File: src/hw/rtl/thick_slab_projection_unit_assert.svh
// ----------------------------------------------------------------------------
// thick slab projection assertion macros
// shared concurrent assertion forms, clocked on clk and quiet during rst
// ----------------------------------------------------------------------------
`ifndef THICK_SLAB_PROJECTION_UNIT_ASSERT_SVH
`define THICK_SLAB_PROJECTION_UNIT_ASSERT_SVH

// property must hold at every edge outside reset
`define TSP_ASSERT(name, prop, msg) \
  name: assert property (@(posedge clk) disable iff (rst) (prop)) \
    else $error(msg);

// condition must never be seen outside reset
`define TSP_ASSERT_NEVER(name, cond, msg) \
  `TSP_ASSERT(name, !(cond), msg)

`endif

File: src/hw/rtl/tsp_pkg.sv
// ----------------------------------------------------------------------------
// tsp_pkg
// widths, mode codes and the column request type of the slab projection
// ----------------------------------------------------------------------------
package tsp_pkg;

  localparam int MAX_SLICES  = 1024;
  localparam int SAMPLE_BITS = 16;

  // derived widths
  localparam int COUNT_BITS  = $clog2(MAX_SLICES + 1);
  localparam int SUM_BITS    = SAMPLE_BITS + $clog2(MAX_SLICES);
  localparam int STEP_BITS   = $clog2(SUM_BITS);
  localparam int MODE_BITS   = 2;

  // column request queue
  localparam int QUEUE_DEPTH = 2;
  localparam int QPTR_BITS   = (QUEUE_DEPTH > 1) ? $clog2(QUEUE_DEPTH) : 1;
  localparam int QFILL_BITS  = $clog2(QUEUE_DEPTH + 1);

  // reduction codes; the unused code acts as maximum
  localparam logic [MODE_BITS-1:0] MODE_MAX   = MODE_BITS'(0);
  localparam logic [MODE_BITS-1:0] MODE_MIN   = MODE_BITS'(1);
  localparam logic [MODE_BITS-1:0] MODE_MEAN  = MODE_BITS'(2);
  localparam logic [MODE_BITS-1:0] MODE_SPARE = MODE_BITS'(3);

  // one finished column, handed from the accumulator to the finisher
  typedef struct packed {
    logic signed [SUM_BITS-1:0] value;
    logic [COUNT_BITS-1:0]      count;
    logic [MODE_BITS-1:0]       mode;
    logic                       too_long;
  } tsp_req_t;

endpackage

File: src/hw/rtl/tsp_if.sv
// ----------------------------------------------------------------------------
// tsp_if
// valid/ready channels for voxel samples and projected pixels
// ----------------------------------------------------------------------------
interface tsp_in_if;
  import tsp_pkg::*;

  logic                          valid;
  logic                          ready;
  logic signed [SAMPLE_BITS-1:0] sample;
  logic                          last_slice;

  modport source (output valid, sample, last_slice, input ready);
  modport sink (input valid, sample, last_slice, output ready);
endinterface

interface tsp_out_if;
  import tsp_pkg::*;

  logic                          valid;
  logic                          ready;
  logic signed [SAMPLE_BITS-1:0] projected;
  logic                          too_long;

  modport source (output valid, projected, too_long, input ready);
  modport sink (input valid, projected, too_long, output ready);
endinterface

File: src/hw/rtl/thick_slab_projection_unit.sv
// ----------------------------------------------------------------------------
// thick_slab_projection_unit
// reduces one pixel column of slice samples to a max, min or mean value
//
//   channel   dir   payload                        handshake
//   samples   in    sample[15:0], last_slice       valid/ready
//   results   out   projected[15:0], too_long      valid/ready
//   cfg       in    cfg_wr_data[1:0] (mode)        cfg_wr_en, no stall
//
// samples are taken one per cycle; the accumulator stalls only when the
// two-entry column queue is full.
// max and min columns pass straight through the finisher into its output register.
// a mean column holds the finisher while the one-bit-per-cycle divider
// works through every sum bit, and then until the output slot is free.
// rst is synchronous and clears all control state and the mode register.
// a held result does not stop sample intake until the queue fills.
// ----------------------------------------------------------------------------
module thick_slab_projection_unit (
  input  logic                          clk,
  input  logic                          rst,
  input  logic                          cfg_wr_en,
  input  logic [tsp_pkg::MODE_BITS-1:0] cfg_wr_data,
  tsp_in_if.sink                        samples,
  tsp_out_if.source                     results
);
  import tsp_pkg::*;

  logic [MODE_BITS-1:0] projection_mode;
  logic                 push_valid;
  logic                 push_ready;
  tsp_req_t             push_req;
  logic                 pop_valid;
  logic                 pop_ready;
  tsp_req_t             pop_req;

  // mode register
  always_ff @(posedge clk) begin
    if (rst) begin
      projection_mode <= MODE_MAX;
    end else if (cfg_wr_en) begin
      projection_mode <= cfg_wr_data;
    end
  end

  // accumulator
  tsp_front u_front (
    .clk        (clk),
    .rst        (rst),
    .mode       (projection_mode),
    .samples    (samples),
    .push_valid (push_valid),
    .push_req   (push_req),
    .push_ready (push_ready)
  );

  // column request queue
  tsp_queue u_queue (
    .clk        (clk),
    .rst        (rst),
    .push_valid (push_valid),
    .push_req   (push_req),
    .push_ready (push_ready),
    .pop_valid  (pop_valid),
    .pop_req    (pop_req),
    .pop_ready  (pop_ready)
  );

  // finisher
  tsp_back u_back (
    .clk       (clk),
    .rst       (rst),
    .pop_valid (pop_valid),
    .pop_req   (pop_req),
    .pop_ready (pop_ready),
    .results   (results)
  );

endmodule

File: src/hw/rtl/tsp_front.sv
// ----------------------------------------------------------------------------
// tsp_front
// column accumulator: running max, min or sum, slice count and overflow flag
// ----------------------------------------------------------------------------
`include "thick_slab_projection_unit_assert.svh"

module tsp_front (
  input  logic                            clk,
  input  logic                            rst,
  input  logic [tsp_pkg::MODE_BITS-1:0]   mode,
  tsp_in_if.sink                          samples,
  output logic                            push_valid,
  output tsp_pkg::tsp_req_t               push_req,
  input  logic                            push_ready
);
  import tsp_pkg::*;

  logic signed [SUM_BITS-1:0] running_value;
  logic signed [SUM_BITS-1:0] running_next;
  logic [COUNT_BITS-1:0]      sample_count;
  logic [COUNT_BITS-1:0]      count_next;
  logic                       overflow_seen;
  logic                       overflow_next;
  logic [MODE_BITS-1:0]       column_mode;
  logic [MODE_BITS-1:0]       mode_next;
  logic signed [SUM_BITS-1:0] sample_ext;
  logic                       accept;

  // stall samples only while the request queue is full
  assign samples.ready = push_ready;
  assign accept        = samples.valid && samples.ready;
  assign sample_ext    = SUM_BITS'(samples.sample);

  // column update for the sample on the channel
  always_comb begin
    running_next  = running_value;
    count_next    = sample_count;
    overflow_next = overflow_seen;
    mode_next     = column_mode;
    priority if (sample_count == '0) begin
      mode_next    = mode;
      running_next = sample_ext;
      count_next   = COUNT_BITS'(1);
    end else if (sample_count >= COUNT_BITS'(MAX_SLICES)) begin
      overflow_next = 1'b1;
    end else begin
      unique case (column_mode)
        MODE_MEAN: running_next = running_value + sample_ext;
        MODE_MIN: begin
          if (sample_ext < running_value) running_next = sample_ext;
        end
        default: begin
          if (sample_ext > running_value) running_next = sample_ext;
        end
      endcase
      count_next = sample_count + COUNT_BITS'(1);
    end
  end

  // the last slice hands the finished column to the queue
  assign push_valid = samples.valid && samples.last_slice;
  assign push_req   = '{value: running_next, count: count_next, mode: mode_next,
                        too_long: overflow_next};

  // column state
  always_ff @(posedge clk) begin
    if (rst) begin
      running_value <= '0;
      sample_count  <= '0;
      overflow_seen <= 1'b0;
      column_mode   <= MODE_MAX;
    end else if (accept) begin
      if (samples.last_slice) begin
        running_value <= '0;
        sample_count  <= '0;
        overflow_seen <= 1'b0;
        column_mode   <= MODE_MAX;
      end else begin
        running_value <= running_next;
        sample_count  <= count_next;
        overflow_seen <= overflow_next;
        column_mode   <= mode_next;
      end
    end
  end

  `TSP_ASSERT_NEVER(a_count_bound, sample_count > COUNT_BITS'(MAX_SLICES),
    "slice count above limit")
  `TSP_ASSERT(a_overflow_full, overflow_seen |-> sample_count == COUNT_BITS'(MAX_SLICES),
    "overflow flagged on a column that is not full")

endmodule

File: src/hw/rtl/tsp_queue.sv
// ----------------------------------------------------------------------------
// tsp_queue
// short fifo of finished column requests between accumulator and finisher
// ----------------------------------------------------------------------------
`include "thick_slab_projection_unit_assert.svh"

module tsp_queue (
  input  logic              clk,
  input  logic              rst,
  input  logic              push_valid,
  input  tsp_pkg::tsp_req_t push_req,
  output logic              push_ready,
  output logic              pop_valid,
  output tsp_pkg::tsp_req_t pop_req,
  input  logic              pop_ready
);
  import tsp_pkg::*;

  tsp_req_t              entries [QUEUE_DEPTH];
  logic [QPTR_BITS-1:0]  wr_ptr;
  logic [QPTR_BITS-1:0]  rd_ptr;
  logic [QFILL_BITS-1:0] fill;
  logic                  do_push;
  logic                  do_pop;

  assign push_ready = fill != QFILL_BITS'(QUEUE_DEPTH);
  assign pop_valid  = fill != '0;
  assign pop_req    = entries[rd_ptr];
  assign do_push    = push_valid && push_ready;
  assign do_pop     = pop_valid && pop_ready;

  // pointers and fill level
  always_ff @(posedge clk) begin
    if (rst) begin
      wr_ptr <= '0;
      rd_ptr <= '0;
      fill   <= '0;
    end else begin
      if (do_push) begin
        wr_ptr <= (wr_ptr == QPTR_BITS'(QUEUE_DEPTH - 1)) ? '0 : wr_ptr + QPTR_BITS'(1);
      end
      if (do_pop) begin
        rd_ptr <= (rd_ptr == QPTR_BITS'(QUEUE_DEPTH - 1)) ? '0 : rd_ptr + QPTR_BITS'(1);
      end
      unique case ({do_push, do_pop})
        2'b10:   fill <= fill + QFILL_BITS'(1);
        2'b01:   fill <= fill - QFILL_BITS'(1);
        default: fill <= fill;
      endcase
    end
  end

  // entry storage
  always_ff @(posedge clk) begin
    if (do_push) entries[wr_ptr] <= push_req;
  end

  `TSP_ASSERT_NEVER(a_fill_range, fill > QFILL_BITS'(QUEUE_DEPTH), "queue fill out of range")

endmodule

File: src/hw/rtl/tsp_back.sv
// ----------------------------------------------------------------------------
// tsp_back
// column finisher: passes max/min through, divides the sum for the mean
// with a radix-2 restoring divider, one quotient bit per cycle
// ----------------------------------------------------------------------------
`include "thick_slab_projection_unit_assert.svh"

module tsp_back (
  input  logic              clk,
  input  logic              rst,
  input  logic              pop_valid,
  input  tsp_pkg::tsp_req_t pop_req,
  output logic              pop_ready,
  tsp_out_if.source         results
);
  import tsp_pkg::*;

  typedef enum logic {S_IDLE, S_DIV} state_t;

  state_t                        state;
  logic [COUNT_BITS-1:0]         divisor;
  logic [COUNT_BITS-1:0]         rem;
  logic [SUM_BITS-1:0]           quot;
  logic [STEP_BITS-1:0]          step;
  logic                          div_done;
  logic                          negate;
  logic                          too_long_hold;
  logic                          out_valid;
  logic signed [SAMPLE_BITS-1:0] out_projected;
  logic                          out_too_long;

  logic                          slot_free;
  logic                          out_load;
  logic [SUM_BITS-1:0]           magnitude;
  logic [COUNT_BITS:0]           rem_sh;
  logic                          q_bit;
  logic [COUNT_BITS-1:0]         rem_step;
  logic [SUM_BITS-1:0]           quot_signed;

  assign slot_free = !out_valid || results.ready;
  assign pop_ready = (state == S_IDLE) && slot_free;

  // a pass-through column or a finished quotient fills the output slot
  assign out_load = ((state == S_IDLE) && pop_valid && pop_ready && (pop_req.mode != MODE_MEAN))
                 || ((state == S_DIV) && div_done && slot_free);

  // magnitude of the column sum
  assign magnitude = pop_req.value[SUM_BITS-1] ? SUM_BITS'(-pop_req.value)
                                               : SUM_BITS'(pop_req.value);

  // one restoring divide step
  always_comb begin
    rem_sh   = {rem, quot[SUM_BITS-1]};
    q_bit    = rem_sh >= {1'b0, divisor};
    rem_step = q_bit ? COUNT_BITS'(rem_sh - {1'b0, divisor}) : COUNT_BITS'(rem_sh);
  end

  // truncation toward zero: sign applied to the quotient of magnitudes
  assign quot_signed = negate ? -quot : quot;

  // sequencer, divider datapath and output register
  always_ff @(posedge clk) begin
    if (rst) begin
      state     <= S_IDLE;
      div_done  <= 1'b0;
      out_valid <= 1'b0;
    end else begin
      if (out_load) begin
        out_valid <= 1'b1;
      end else if (results.valid && results.ready) begin
        out_valid <= 1'b0;
      end
      unique case (state)
        S_IDLE: begin
          if (pop_valid && pop_ready) begin
            if (pop_req.mode == MODE_MEAN) begin
              state         <= S_DIV;
              divisor       <= pop_req.count;
              rem           <= '0;
              quot          <= magnitude;
              negate        <= pop_req.value[SUM_BITS-1];
              too_long_hold <= pop_req.too_long;
              step          <= STEP_BITS'(SUM_BITS - 1);
              div_done      <= 1'b0;
            end else begin
              out_projected <= pop_req.value[SAMPLE_BITS-1:0];
              out_too_long  <= pop_req.too_long;
            end
          end
        end
        S_DIV: begin
          if (!div_done) begin
            rem  <= rem_step;
            quot <= {quot[SUM_BITS-2:0], q_bit};
            if (step == '0) begin
              div_done <= 1'b1;
            end else begin
              step <= step - STEP_BITS'(1);
            end
          end else if (slot_free) begin
            out_projected <= quot_signed[SAMPLE_BITS-1:0];
            out_too_long  <= too_long_hold;
            state         <= S_IDLE;
          end
        end
      endcase
    end
  end

  assign results.valid     = out_valid;
  assign results.projected = out_projected;
  assign results.too_long  = out_too_long;

  `TSP_ASSERT(a_div_nonzero, state == S_DIV |-> divisor != '0, "mean with zero count")
  `TSP_ASSERT(a_div_finish, (state == S_DIV && div_done && slot_free) |=>
    (state == S_IDLE && out_valid), "finished quotient not delivered")

endmodule
File: src/flat_wrapper.sv
// flat-port wrapper written by rule: the top's interface ports become plain ports
module thick_slab_projection_unit_flat import tsp_pkg::*;
  (clk, rst, cfg_wr_en, cfg_wr_data, samples_valid, samples_sample, samples_last_slice, samples_ready, results_valid, results_projected, results_too_long, results_ready);
  tsp_in_if samples_i ();
  tsp_out_if results_i ();
  input  logic clk;
  input  logic rst;
  input  logic cfg_wr_en;
  input  logic [tsp_pkg::MODE_BITS-1:0] cfg_wr_data;
  input wire logic [$bits(samples_i.valid)-1:0] samples_valid;
  input wire logic [$bits(samples_i.sample)-1:0] samples_sample;
  input wire logic [$bits(samples_i.last_slice)-1:0] samples_last_slice;
  output wire logic [$bits(samples_i.ready)-1:0] samples_ready;
  output wire logic [$bits(results_i.valid)-1:0] results_valid;
  output wire logic [$bits(results_i.projected)-1:0] results_projected;
  output wire logic [$bits(results_i.too_long)-1:0] results_too_long;
  input wire logic [$bits(results_i.ready)-1:0] results_ready;
  assign samples_i.valid = samples_valid;
  assign samples_i.sample = samples_sample;
  assign samples_i.last_slice = samples_last_slice;
  assign samples_ready = samples_i.ready;
  assign results_valid = results_i.valid;
  assign results_projected = results_i.projected;
  assign results_too_long = results_i.too_long;
  assign results_i.ready = results_ready;
  thick_slab_projection_unit u_core (.clk(clk), .rst(rst), .cfg_wr_en(cfg_wr_en), .cfg_wr_data(cfg_wr_data), .samples(samples_i), .results(results_i));
endmodule
File: config.mk
export PLATFORM = sky130hd
export DESIGN_NAME = thick_slab_projection_unit_flat
export DESIGN_NICKNAME = d
export VERILOG_FILES = /design/src/hw/rtl/tsp_pkg.sv /design/src/hw/rtl/tsp_if.sv /design/src/hw/rtl/thick_slab_projection_unit.sv /design/src/hw/rtl/tsp_front.sv /design/src/hw/rtl/tsp_queue.sv /design/src/hw/rtl/tsp_back.sv /design/src/flat_wrapper.sv
export VERILOG_INCLUDE_DIRS = /design/src /design/src/hw/rtl
export SDC_FILE = /design/constraint.sdc
export NUM_CORES = 1
export LEC_CHECK = 0
export BUFFER_PORTS_ARGS = -buffer_cell sky130_fd_sc_hd__buf_2
export CAP_MARGIN = 20
export CORE_ASPECT_RATIO = 0.75
export CORE_MARGIN = 2
export CORE_UTILIZATION = 68
export DETAILED_ROUTE_END_ITERATION = 8
export PLACE_DENSITY_LB_ADDON = 0.12
export REMOVE_ABC_BUFFERS = 1
export SLEW_MARGIN = 20
export SYNTH_ARGS = -nofsm -noshare
export SYNTH_HDL_FRONTEND = slang
export SYNTH_SLANG_ARGS = --single-unit
File: constraint.sdc
create_clock -name clk -period 6.3 [get_ports clk]
set_input_delay 0 -clock clk [delete_from_list [all_inputs] [get_ports clk]]
set_output_delay 0 -clock clk [all_outputs]
set_load 0.03 [all_outputs]
==> results of run 1 <==
worst paths after layout:
| kind | from | to | slack, ns |
|---|---|---|---|
| setup / recovery | u_core.u_front.running_value[25]$_SDFFE_PP0P_ | u_core.u_front.running_value[19]$_SDFFE_PP0P_ | 2.15 |
| hold reg to reg | u_core.u_front.overflow_seen$_SDFFE_PP0P_ | u_core.u_front.overflow_seen$_SDFFE_PP0P_ | 0.49 |
| setup reg to reg | u_core.u_front.running_value[25]$_SDFFE_PP0P_ | u_core.u_front.running_value[19]$_SDFFE_PP0P_ | 2.15 |
| hold / removal | samples_last_slice | u_core.u_queue.wr_ptr$_SDFFE_PP0P_ | 0.01 |
synth_stat cells, types with 14 or more instances:
library cell | instances | area [sq um]
a21oi_1 | 87 | 435
a22o_1 | 15 | 131
a22oi_1 | 14 | 105
buf_2 | 17 | 85.1
clkbuf_1 | 35 | 131
dfxtp_1 | 50 | 1000
edfxtp_1 | 152 | 4560
ha_1 | 70 | 876
inv_1 | 81 | 304
mux2_2 | 20 | 225
mux2i_1 | 51 | 510
nand2_1 | 96 | 360
nand2b_1 | 17 | 106
nand3_1 | 21 | 105
nor2_1 | 89 | 334
nor2b_1 | 31 | 194
nor3_1 | 33 | 165
o21ai_0 | 86 | 430
xnor2_1 | 31 | 272
xor2_1 | 40 | 350
through the flow:
step                instance area [sq um]  total power (uW)  setup WS (ns)  instances   util
floorplan                           12200              2630           2.04       1196      -
global placement                    12900              2890           2.32       1491  0.722
detailed placement                  12900              2930           2.15       1492  0.723
CTS                                 13600              4140           2.18       1537  0.765
global route                        13600              4350           1.83       1537  0.765
finish                              13600              4160           2.15       1537  0.765
cell type report:
class                   count  share of cell area
multi-input cells         912               0.469
flip-flops and latches    202               0.409
repair buffers             63              0.0286
well taps                 242              0.0222
clock inverters            14              0.0107
clock buffers              22              0.0380
inverters                  82              0.0226
placed cells by master, fill, tap and decap left out, drive strengths merged, types with 41 or more instances in the layout:
master / count
mux2i: 51
inv: 85
o21ai: 91
edfxtp: 152
nand2: 96
nor2: 90
xor2: 41
ha: 70
a21oi: 87
dfxtp: 50
buf: 54
kinds of logic after synthesis:
| group | after synthesis | share of synthesized area |
|---|---|---|
| AO/OA/AOI/OAI | 329 | 0.176 |
| XOR/XNOR | 73 | 0.0532 |
| adder cells (fa/ha/maj) | 72 | 0.0732 |
| buffers and inverters | 144 | 0.0464 |
| flip-flops | 202 | 0.445 |
| multiplexers | 71 | 0.0588 |
| AND/OR/NAND/NOR | 367 | 0.147 |
sequential cells by signal, indices dropped and copies added, names as in the netlist, 2 cells and up, named ones only:
signal	cells
u_core.u_back.results.projected	16
u_core.u_front.column_mode	2
u_core.u_back.rem	11
u_core.u_front.sample_count	11
u_core.u_queue.entries	80
u_core.projection_mode	2
u_core.u_back.divisor	11
u_core.u_back.step	5
u_core.u_queue.fill	2
u_core.u_front.running_value	26
u_core.u_back.quot	26
power by group:
group          switching (uW)  leakage, uW  internal, uW
clock                     525     0.000325           687
combinational             747      0.00290           434
sequential                106      0.00180          1660
total                    1380      0.00503          2780
per-layer routing:
| layer | part of all wire | vias to the layer above | track usage |
|---|---|---|---|
| li1 | - | 4641 | - |
| met4 | 0.013 | 0 | 0.0574 |
| met5 | 0 | - | 0 |
| met1 | 0.47 | 4639 | 0.466 |
| met2 | 0.42 | 476 | 0.442 |
| met3 | 0.099 | 40 | 0.0595 |
worst max-delay path, stage by stage, from the launching register on:
cell      delay (ns)
dfxtp_1         0.38
inv_1           0.07
ha_1            0.69
nand4_4         0.20
nor4_2          0.42
inv_2           0.08
o211ai_4        0.41
xnor2_4         0.33
a31oi_2         0.40
nor2_1          0.61
nor3_1          0.12
a221o_1         0.32
repair_timing:
action | 4_1_cts | 5_1_grt
setup buffers | 0 | 0
endpoints found under the hold margin | 17 | 0
hold buffers | 9 | 0
==> results.toml, run 1 <==
[synth]
synth_cell_type_count = 83
synth_edf_count = 152
yosys_warnings = 0
ys_ff_latch = 202
netlist_area_sq_um = 12500
ys.flop_type = "edfxtp_1"
avgSynthCellArea_sq_um = 9.94
synthArstFlopShare = 0
ys_seq_area_frac = 0.445
syn_inst = 1258

[global_routing]
grt_max_degree = 98
first_global_vias = 8849
antenna_found_initial = 0
track_usage = 0.301
grt_pass1_wl_um = 46700
gr-total-overflow = 0

[cells_and_area]
final_layout_size_suffix_gt1_frac = 0.114
nFillCells = 1232
final-seq-area_sq_um = 5570
synthToLayoutAreaGrowth_pct = 8.93
fin_nets = 1377
diodes = 0
multi_input_area_sq_um = 6390

[cts]
ctsLongestPathBuffers = 3
clkSinkCount = 202
cts-resized-gates = 0
numCtsBuffers = 20
clk_pin_slew_ns = 0.07
clk_latency_ns = 0.51
tritoncts = "yes"
htreeDepth = 1
clockRootBuffer = "clkbuf_16"

[timing]
finClkSkew_ns = 0.0223
whs_ns = 0.0116
rsz0062_at_grt = "false"
timing.final.crit_share = 0.659
tns_ns = 0
timing.fmax_mhz = 241
max_slew_margin = 0.344
tightest_slew_ns = 0.980
hold_viol = 0
final_max_slew_viol_count = 0
min_period_ns = 4.15
setup_viol = 0

[worst_setup_path]
critPathCaptureType = "flop"
critical_path_class = "reg -> reg"
start_kind = "flop"
arrival_ns = 4.53
reg2reg_depth = 11
cp_max_fo = 25
cp_data_required_time_ns = 6.68

[drt]
drt_pre_antenna_iters = 6
drt_iter0_drc = 1105
routed_wl_um = 29200
routedWlPerCell_um = 19.0
vias_per_cell = 6.37
ant_nets = 0
drc = 0
vias = 9796

[pwr]
power.leakage_uw = 0.00503
p_per_area_nw_per_um2 = 305
peakVddDrop_mv = 0.208

[die]
die_w_um = 161
start_util = 0.702
rows = 42
ios = 43
die_area_sq_um = 19500
die_h_um = 121
fp.coreArea_sq_um = 17800

[worst_hold_path]
hold_depth = 4
worst_hold_path_type = "in -> reg"

[placement]
dp_hpwl_um = 20800
port_buffers = 42
place.gp.congestion = 0.994

[status]
status = "complete, no violations"

[run]
drv_cap = 0
No activity file was read; power rests on OpenSTA's default activity.
==> run 2: changes to the inputs <==
Settings changed: ABC_AREA from default to 1, CORE_UTILIZATION 68 to 57.
Clock period 6.3 ns to 3.8 ns, I/O delays scaled along.
==> run 2 against run 1 <==
Compared with the run above: first-iteration DRC count up 13%; die area grew 27%; flip-flop and latch count is the same; critical path type unchanged.
==> results.toml, run 2 <==
[status]
status = "complete, no violations"

[synth]
synthArstFlopShare = 0
ys_ff_latch = 202
yosysMostFrequentCell = "nand2_1"
yosysTopAreaCell = "edfxtp_1"
avgSynthCellArea_sq_um = 7.56
synthTopCellsByArea = "edfxtp_1, nand2_1, dfxtp_1, nand3_1, ha_1"
ys_seq_area_frac = 0.415
synth_edf_count = 152
ys.flop_type = "edfxtp_1"
synth_cell_type_count = 56
yosys_warnings = 0
syn_inst = 1775
netlist_area_sq_um = 13400
synth.top_cells.by_count = "nand2_1, inv_1, nand3_1"
synth_top_area_share = 0.340

[drt]
routedWlPerCell_um = 16.7
drt_iter0_drc = 1253
vias_per_cell = 5.68
ant_nets = 0
vias = 12073
routed_wl_um = 35600
drt_pre_antenna_iters = 6
drc = 0

[pwr]
p_int_uw = 4840
p_sw_frac = 0.358
p_comb_frac = 0.331
peakVddDrop_mv = 0.495
clkPwrFrac = 0.287
power.leakage_uw = 0.00639
seq_power_share = 0.382
switchingPower_uw = 2700
p_per_area_nw_per_um2 = 510

[die]
rows = 48
fp.coreArea_sq_um = 23100
die_w_um = 181
die_h_um = 137
ios = 43
die_area_sq_um = 24800
start_util = 0.582

[cts]
clockRootBuffer = "clkbuf_16"
tritoncts = "yes"
clk_pin_slew_ns = 0.07
clkSinkCount = 202
htreeDepth = 1
numCtsBuffers = 20
clk_latency_ns = 0.50
ctsLongestPathBuffers = 3

[cells_and_area]
nFillCells = 2037
final_layout_size_suffix_gt1_frac = 0.0795
post-route-cell-area_sq_um = 14800
fin_cells = 2125
diodes = 0
reg_top3 = "u_core.u_queue.entries (80), u_core.u_back.quot (26), u_core.u_front.running_value (26)"
largest_register_ffs = 80
final_cell_mix = "nand2_1, inv_1, nand3_1"
final_common_cell = "nand2_1"
top_register = "u_core.u_queue.entries"
synthToLayoutAreaGrowth_pct = 10.2
fin_nets = 1907

[timing]
tightest_slew_ns = 0.952
final_max_slew_viol_count = 0
whs_ns = 0.0194
hold_viol = 0
timing.fmax_mhz = 291
setup_viol = 0
timing.final.crit_share = 0.903
finClkSkew_ns = 0.0137
rsz0062_at_grt = "false"
max_slew_margin = 0.363
min_period_ns = 3.43

[worst_setup_path]
reg2reg_setup_slack_ns = 0.37
worst_r2r_endpoint = "u_core.u_queue.entries[1][23]$_DFFE_PP_"
critPathCaptureType = "flop"
cp_max_fo = 26
critical_path_class = "reg -> reg"
cp_data_required_time_ns = 4.07
start_kind = "flop"
worstReg2RegStart = "u_core.u_front.running_value[15]$_SDFFE_PP0P_"
arrival_ns = 3.70
reg2reg_depth = 11

[placement]
place.gp.congestion = 0.927
port_buffers = 42
place_area_sq_um = 13800
placedCellCount = 2066
dp_hpwl_um = 25300

[global_routing]
grt_max_degree = 54
gr-total-overflow = 0
grt_pass1_wl_um = 57200
first_global_vias = 11169
track_usage = 0.287
antenna_found_initial = 0

[worst_hold_path]
min_to = "u_core.u_front.running_value[0]$_SDFFE_PP0P_"
worst_hold_path_type = "in -> reg"
hold_depth = 5
worstHoldStart = "samples_sample[0]"

[run]
drv_cap = 0
==> run 2: cell families after synthesis <==
logic type      share of synthesized area
compound gates                      0.140
xor+xnor                           0.0144
fa+ha+maj                          0.0683
buf+inv                            0.0879
flops                               0.415
mux                               0.00224
simple gates                        0.273
==> run 2: power by group through the flow <==
stage | logic (uW) | registers [uW] | clock network, uW
2_1_floorplan | 1610 | 3030 | 0
3_3_place_gp | 2390 | 2920 | 0
3_5_place_dp | 2440 | 2920 | 0
4_1_cts | 2470 | 2880 | 2180
5_1_grt | 2800 | 2900 | 2280
6_report | 2490 | 2880 | 2170
==> run 2: timing repair <==
action,CTS,global route
resized for setup,0,0
buffers inserted,0,0
hold buffers,23,0
endpoints found under the hold margin,19,0
==> run 2: per-layer routing <==
| layer | share of wire | global-route usage | vias up |
|---|---|---|---|
| li1 | - | - | 5990 |
| met1 | 0.49 | 0.432 | 5573 |
| met2 | 0.42 | 0.441 | 457 |
| met3 | 0.074 | 0.0412 | 53 |
| met4 | 0.015 | 0.0565 | 0 |
| met5 | 0 | 0 | - |
==> run 2: worst max path at each step <==
stage | startpoint | endpoint | slack (ns) | depth (start not counted)
after floorplan | flop | u_core.u_back.quot[0]$_DFFE_PP_ | -0.73 | 7
after global placement | u_core.u_front.running_value[14]$_SDFFE_PP0P_ | u_core.u_queue.entries[0][17]$_DFFE_PP_ | 0.46 | 11
after detailed placement | u_core.u_front.running_value[14]$_SDFFE_PP0P_ | u_core.u_queue.entries[0][22]$_DFFE_PP_ | 0.51 | 11
after CTS | u_core.u_front.running_value[15]$_SDFFE_PP0P_ | u_core.u_queue.entries[0][22]$_DFFE_PP_ | 0.47 | 11
after global routing | u_core.u_front.running_value[15]$_SDFFE_PP0P_ | u_core.u_queue.entries[1][23]$_DFFE_PP_ | 0.21 | 11
final | u_core.u_front.running_value[15]$_SDFFE_PP0P_ | u_core.u_queue.entries[1][23]$_DFFE_PP_ | 0.37 | 11
==> run 2: area by class of cell <==
| cell class | instances | area, sq um | area share |
|---|---|---|---|
| Multi-Input combinational cell | 1280 | 6700 | 0.453 |
| Sequential cell | 202 | 5570 | 0.377 |
| Inverter | 224 | 841 | 0.0569 |
| Timing Repair Buffer | 83 | 578 | 0.0391 |
| Clock buffer | 26 | 564 | 0.0382 |
| Tap cell | 300 | 375 | 0.0254 |
| Clock inverter | 10 | 154 | 0.0104 |
==> run 2: critical path, stage by stage (launching register included) <==
cell and delay, ns:
dfxtp_1 0.39, inv_1 0.10, ha_1 0.37, inv_2 0.08, nor3_2 0.36, nand3_1 0.16
or3_1 0.67, nand3_4 0.46, nand2_1 0.09, nand3_1 0.08, nand3_1 0.10, a21boi_0 0.33
==> run 2: through the flow <==
stage	setup TNS, ns	worst slack (ns)	power [uW]	utilization
2_1_floorplan	-39.90	-0.729	4640	-
3_3_place_gp	0	0.462	5310	0.600
3_5_place_dp	0	0.508	5360	0.600
4_1_cts	0	0.471	7530	0.641
5_1_grt	0	0.209	7980	0.641
6_report	0	0.368	7540	0.641
